--- config.mk ---
export PLATFORM = sky130hd
export DESIGN_NAME = iirdf1_coef_regs
export DESIGN_NICKNAME = d
export VERILOG_FILES = /design/src/rtl/core/iirdf1_pkg.sv /design/src/rtl/core/iirdf1_coef_regs.sv
export SDC_FILE = /design/constraint.sdc
export NUM_CORES = 1
export LEC_CHECK = 0
export ABC_AREA = 0
export BUFFER_PORTS_ARGS = -buffer_cell sky130_fd_sc_hd__buf_2
export CAP_MARGIN = 20
export CORE_MARGIN = 8
export CORE_UTILIZATION = 54
export CTS_CLUSTER_SIZE = 20
export DETAILED_ROUTE_END_ITERATION = 7
export PLACE_DENSITY = 0.87
export SYNTH_ARGS = -nofsm -noshare
export SYNTH_HDL_FRONTEND = slang
export SYNTH_SLANG_ARGS = --single-unit
export TNS_END_PERCENT = 10
--- constraint.sdc ---
create_clock -name clk -period 1.1 [get_ports clk]
set_input_delay 0 -clock clk [delete_from_list [all_inputs] [get_ports clk]]
set_output_delay 0 -clock clk [all_outputs]
set_load 0.02 [all_outputs]
--- src/rtl/core/iirdf1_pkg.sv ---
// ----------------------------------------------------------------------------
// iirdf1_pkg: shared types and constants for the direct form I IIR filter
// Sample, coefficient and accumulator formats, register indexes and the
// bundles passed between the filter modules.
// ----------------------------------------------------------------------------
`default_nettype none

package iirdf1_pkg;

    // Filter order and data formats
    localparam int ORDER        = 2;
    localparam int SAMPLE_WIDTH = 16;
    localparam int COEF_WIDTH   = 16;

    // Register map: forward b0..bN, then feedback a1..aN
    localparam int NUM_REGS      = 2 * ORDER + 1;
    localparam int CFG_IDX_W     = $clog2(NUM_REGS);
    localparam int FWD_COEF_BASE = 0;
    localparam int FBK_COEF_BASE = ORDER + 1;

    // Arithmetic widths: products, exact sum, value after the rounding shift
    localparam int FRAC_SHIFT = COEF_WIDTH - 2;
    localparam int PROD_W     = SAMPLE_WIDTH + COEF_WIDTH;
    localparam int ACC_W      = PROD_W + $clog2(NUM_REGS);
    localparam int RND_W      = ACC_W - FRAC_SHIFT;

    typedef logic signed [SAMPLE_WIDTH-1:0] sample_t;
    typedef logic signed [COEF_WIDTH-1:0]   coef_t;
    typedef logic signed [PROD_W-1:0]       prod_t;
    typedef logic signed [ACC_W-1:0]        acc_t;
    typedef logic signed [RND_W-1:0]        rnd_t;
    typedef logic [CFG_IDX_W-1:0]           cfg_idx_t;

    // Saturation limits
    localparam sample_t SAMPLE_MAX = {1'b0, {(SAMPLE_WIDTH-1){1'b1}}};
    localparam sample_t SAMPLE_MIN = {1'b1, {(SAMPLE_WIDTH-1){1'b0}}};

    // Reset value of the current-input coefficient: one in Q2.x
    localparam coef_t COEF_ONE = coef_t'(1) <<< FRAC_SHIFT;

    // Full coefficient set
    typedef struct packed {
        coef_t [ORDER:0] fwd;
        coef_t [ORDER:1] fbk;
    } coef_set_t;

    // One filtered result
    typedef struct packed {
        sample_t sample;
        logic    clipped;
    } result_t;

endpackage

`default_nettype wire

--- src/rtl/core/iirdf1_coef_regs.sv ---
// ----------------------------------------------------------------------------
// iirdf1_coef_regs: coefficient register file
// Holds the forward and feedback coefficients; writes to an index beyond the
// register map are dropped.
// ----------------------------------------------------------------------------
`default_nettype none

module iirdf1_coef_regs
    import iirdf1_pkg::*;
(
    input  wire logic      clk,
    input  wire logic      rst_n,
    input  wire logic      cfg_write,
    input  wire cfg_idx_t  cfg_index,
    input  wire coef_t     cfg_data,
    output coef_set_t      coefs
);

    // Unity pass-through: b0 = one, every other coefficient zero
    localparam coef_set_t COEFS_RESET = '{
        fwd: {{(ORDER*COEF_WIDTH){1'b0}}, COEF_ONE},
        fbk: '0
    };

    coef_set_t coefs_reg;
    coef_set_t coefs_next;

    // Decode the write index into the coefficient set
    always_comb
    begin
        coefs_next = coefs_reg;
        if (cfg_write)
        begin
            for (int i = 0; i <= ORDER; i++)
            begin
                if (cfg_index == cfg_idx_t'(FWD_COEF_BASE + i))
                begin
                    coefs_next.fwd[i] = cfg_data;
                end
            end
            for (int i = 1; i <= ORDER; i++)
            begin
                if (cfg_index == cfg_idx_t'(FBK_COEF_BASE + i - 1))
                begin
                    coefs_next.fbk[i] = cfg_data;
                end
            end
        end
    end

    // Hold coefficients; reset to a unity pass-through
    always_ff @(posedge clk or negedge rst_n)
    begin
        if (!rst_n)
        begin
            coefs_reg <= COEFS_RESET;
        end
        else
        begin
            coefs_reg <= coefs_next;
        end
    end

    assign coefs = coefs_reg;

endmodule

`default_nettype wire

Word-level counts from Yosys, hierarchy flattened
Index checks and enable logic that the tools add are counted.
Widths: inputs -> output; s select.
Storage, ports and cells
  register bits: 80
  input bits: 22
  output and inout bits: 80
  logic and storage cells: 15
Operators by class
  equality and inequality tests: 4
  reduce and logical (&&, ||, !) cells: 6
Operator list (number)
  $reduce_and 2->1: 5
  $eq 3x2->1 const B: 2
  $eq 3x1->1 const B: 1
  $eq 3x3->1 const B: 1
  $logic_not 3->1: 1

Longest topological paths before layout
  depth in word-level cells: 2
  mapped depth: 4
  depth with buffers taken out: 2

Worst setup path before layout
No wires, ideal clock.
  kind: input to register
  start: in cfg_index[1]
  end: reg coefs_reg, in the netlist coefs[32]
  library setup time: 125 ps
  data arrival time: 964 ps
  required time: 975 ps
  setup slack: 11 ps
  stages on the path: 3
  path buffers: 1
  path through: nor4b_4 > buf_6 > mux2_4
On the way
  longest elaborated chain between the ends: 2
RTL lines
  from (decl): RTL line iirdf1_coef_regs.sv:14  | input wire cfg_idx_t cfg_index,
  $logic_not 3->1: RTL line iirdf1_coef_regs.sv:36  | if (cfg_index == cfg_idx_t'(FWD_COEF_BASE + i))
  $reduce_and 2->1 (no source line)
  to (signal assigned): RTL line iirdf1_coef_regs.sv:60  | coefs_reg <= coefs_next;
  to (decl): RTL line iirdf1_coef_regs.sv:25  | coef_set_t coefs_reg;
Every way passes these cells.
A chain may end at the register's enable or synchronous reset.

Final worst setup path
  start: reg coefs_reg, in the netlist coefs[46]
  end: out coefs[46] (netlist name)
RTL lines
  to (decl): RTL line iirdf1_coef_regs.sv:16  | output coef_set_t coefs
No word-level cell between the ends.

==> summary.txt <==
Clock network
  – Hold buffer count at cts: 17
  – H-tree depth: 3
  – Root Buffer: clkbuf_8
  – Setup bufs post-CTS: 0
  – Clk_lat worst skew: 0.33 ns
  – # resized after CTS: 0
  – Clock Sinks: 80
  – Clock transition at path regs: about 0.08 ns
  – Clock Path Buffers: 2
  – CTS tree: built
  – TritonCTS Buffers: 9

STA
  – Setup WS post-layout: 0.0686 ns
  – Final Cycle Share: 93.8%
  – Final slew viol count: 0
  – Slew HR: 73.6%
  – RSZ-0062 raised after global routing: false
  – Final Hold Fails: 0
  – Slew @ Worst Pin: roughly 0.40 ns
  – Fmax: between 0.9 and 1 GHz
  – Final min period: 1.03 ns
  – # setup viols final: 0
  – Worst Clk Skew: 0 ns

Global route
  – Initial antenna violation count: 0
  – Number of global-route vias before repair: 2196
  – Global-route usage over all layers: 17.7%
  – First-pass GRT wire length: 11.7 mm
  – Grt ovf: 0
  – Largest net degree at the start of global routing: 29

Power and ir drop
  – Reg power frac: 45.0%
  – Clock power share: 24.9%
  – Switching power: 0.00276 W
  – Total power: 0.00876 W
  – PwrDens: between 2000 and 2500 mW/mm^2
  – P_int: between 0.005 and 0.006 W
  – Max VDD drop: 1.38 mV
  – Switching Share: 31.6%
  – Pleak: 2.10 nW
  – Comb pwr share: 30.1%

Synthesis
  – Top cell type's share of synthesized area: between 60% and 70%
  – Syn_area_per_cell: 18.2 um^2
  – Register area share after synthesis: between 60% and 70%
  – Distinct cells, synth: 11
  – Top-count cell post-synth: dfrtp_1
  – Area of the mapped netlist: between 0.003 and 0.004 mm^2
  – Number of synthesized flops with an enable pin: 0
  – Synth warnings: 0
  – FF+latch count, synth: 80
  – Most used DFF post-synth: dfrtp_1
  – Yosys top cell by area: dfrtp_1
  – Largest cells by area after synthesis: dfrtp_1 (63%), mux2_2 (18%), mux2_4 (14%), buf_6 (1.1%), dfstp_2 (0.83%)
  – Synthesized Nets: 195
  – Most instantiated cells after synthesis: dfrtp_1 (79), mux2_2 (50), mux2_4 (30)
  – Cells after synthesis: 173
  – Asr flop ratio synth: 100%

Worst setup path
  – Worst-path cell chain: buf_2
  – Worst reg2reg setup slack: 0.31 ns
  – Slowest cell on crit path: dfstp_2
  – Reg2Reg Depth: 1
  – CP peak stage delay: 0.54 ns
  – Worst Path Max Fanout: 2
  – Buf/Inv on CP: 1
  – Worst setup path category: flop to output port
  – Worst Setup Start Kind: flop
  – Critical path capture point type: output port
  – Critical Path AT: 1.03 ns
  – Crit Reg-Reg Endpoint: coefs[32]
  – CP delay by family, top: flip-flops
  – CP required: 1.10 ns
  – Worst r2r src: coefs[32]

Drt
  – Post-route ant nets: 0
  – DRC viols: 0
  – Vias per cell: 5.01
  – Iter 0 DRT Violations: 57
  – Via count: just under 2000
  – DR pass1 iterations: 4
  – Final wirelength: 7.39 mm
  – Wire length per cell: 19.0 um

Cells and area
  – Max reg flops: 80
  – Share of layout cells above drive strength 1: 68.5%
  – Final net count: ~330
  – Final core utilization: roughly three quarters
  – Cell area after layout: 0.00425 mm^2
  – Layout Cells excl Fill: 389
  – Area Growth Syn to Fin: 35.0%
  – ANT cells: 0

Die
  – # rows: 28
  – Starting Density: a little over half
  – Die height: between 90 and 100 um
  – Die X: 92.4 um
  – # IOs: a little over 100
  – Total die area: 0.00854 mm^2
  – Core ar.: around 0.0058 mm^2

Min path
  – Hold Crit Class: input port to asynchronous set/reset pin

Placed design
  – Final HPWL DP: 5.32 mm
  – IO buf count: slightly above 100
  – Placer Congestion: 0.766
  – DP Area: 0.00388 mm^2
  – Pre-CTS setup slack: -0.116 ns
  – Placed cells: ~360

Flow run
  – Maxcap violations: 0

Outcome
  – Status: finished clean
[stage by stage]
stage / hold WS [ns] / setup TNS, ns
after global placement: -0.0416 / -1.65
final: 0.130 / 0
after floorplan: -0.296 / 0
after CTS: 0.118 / 0
after detailed placement: -0.0496 / -3.39
after global routing: 0.141 / 0
[power by group through the flow]
stage          Combinational, W  Sequential, W  Clock (W)
2_1_floorplan          0.000755        0.00478          0
3_3_place_gp            0.00257        0.00396          0
3_5_place_dp            0.00263        0.00398          0
4_1_cts                 0.00268        0.00394    0.00225
5_1_grt                 0.00278        0.00402    0.00236
6_report                0.00263        0.00394    0.00218
[metal layers]
layer | GRT usage (%) | routed length, um | up-vias | part of all wire, %
met5 | 0 | 0 | - | 0
met4 | 4.70 | 51 | 0 | 0.69
met3 | 7.61 | 592 | 6 | 8.0
met2 | 28.7 | 3670 | 59 | 50
met1 | 21.0 | 3070 | 991 | 42
li1 | - | - | 894 | -
[area by class of cell]
type | count | area (um^2)
fill | 380 | 1530
multi-input combinational | 85 | 1100
sequential | 80 | 2000
tap | 75 | 93.8
timing repair buffer | 134 | 848
clock buffer | 13 | 169
clock inverter | 2 | 37.5
[cells in the final DEF, fill, tap and decap left out]
| cell | instances |
|---|---|
| mux2_4 | 30 |
| buf_4 | 13 |
| mux2_2 | 50 |
| dfstp_2 | 1 |
| buf_2 | 100 |
| buf_12 | 4 |
| bufinv_16 | 1 |
| clkbuf_1 | 1 |
| dlygate4sd3_1 | 17 |
| dfrtp_1 | 79 |
| nor4bb_4 | 1 |
| nor4b_4 | 1 |
| clkbuf_8 | 12 |
| nand4b_2 | 1 |
| clkinvlp_4 | 1 |
| and4bb_1 | 2 |
[worst max path at each step]
stage	from	end	slack [ns]	cells past startpoint
4_1_cts	coefs[46]	coefs[46]	0.05	1
3_5_place_dp	cfg_index[1]	coefs[25]	-0.12	4
3_3_place_gp	cfg_index[1]	coefs[39]	-0.07	4
5_1_grt	coefs[46]	coefs[46]	0.03	1
6_report	coefs[46]	coefs[46]	0.07	1
2_1_floorplan	cfg_index[1]	coefs[32]	0.01	3
[kinds of logic (layout without fill, tap and decap cells)]
group	Yosys count	in the layout	share of synthesized area, %
mux	80	80	32.2
buf+inv	8	149	1.95
flops	80	80	63.6
simple gates	5	5	2.34
(Power assumes the default switching activity.)
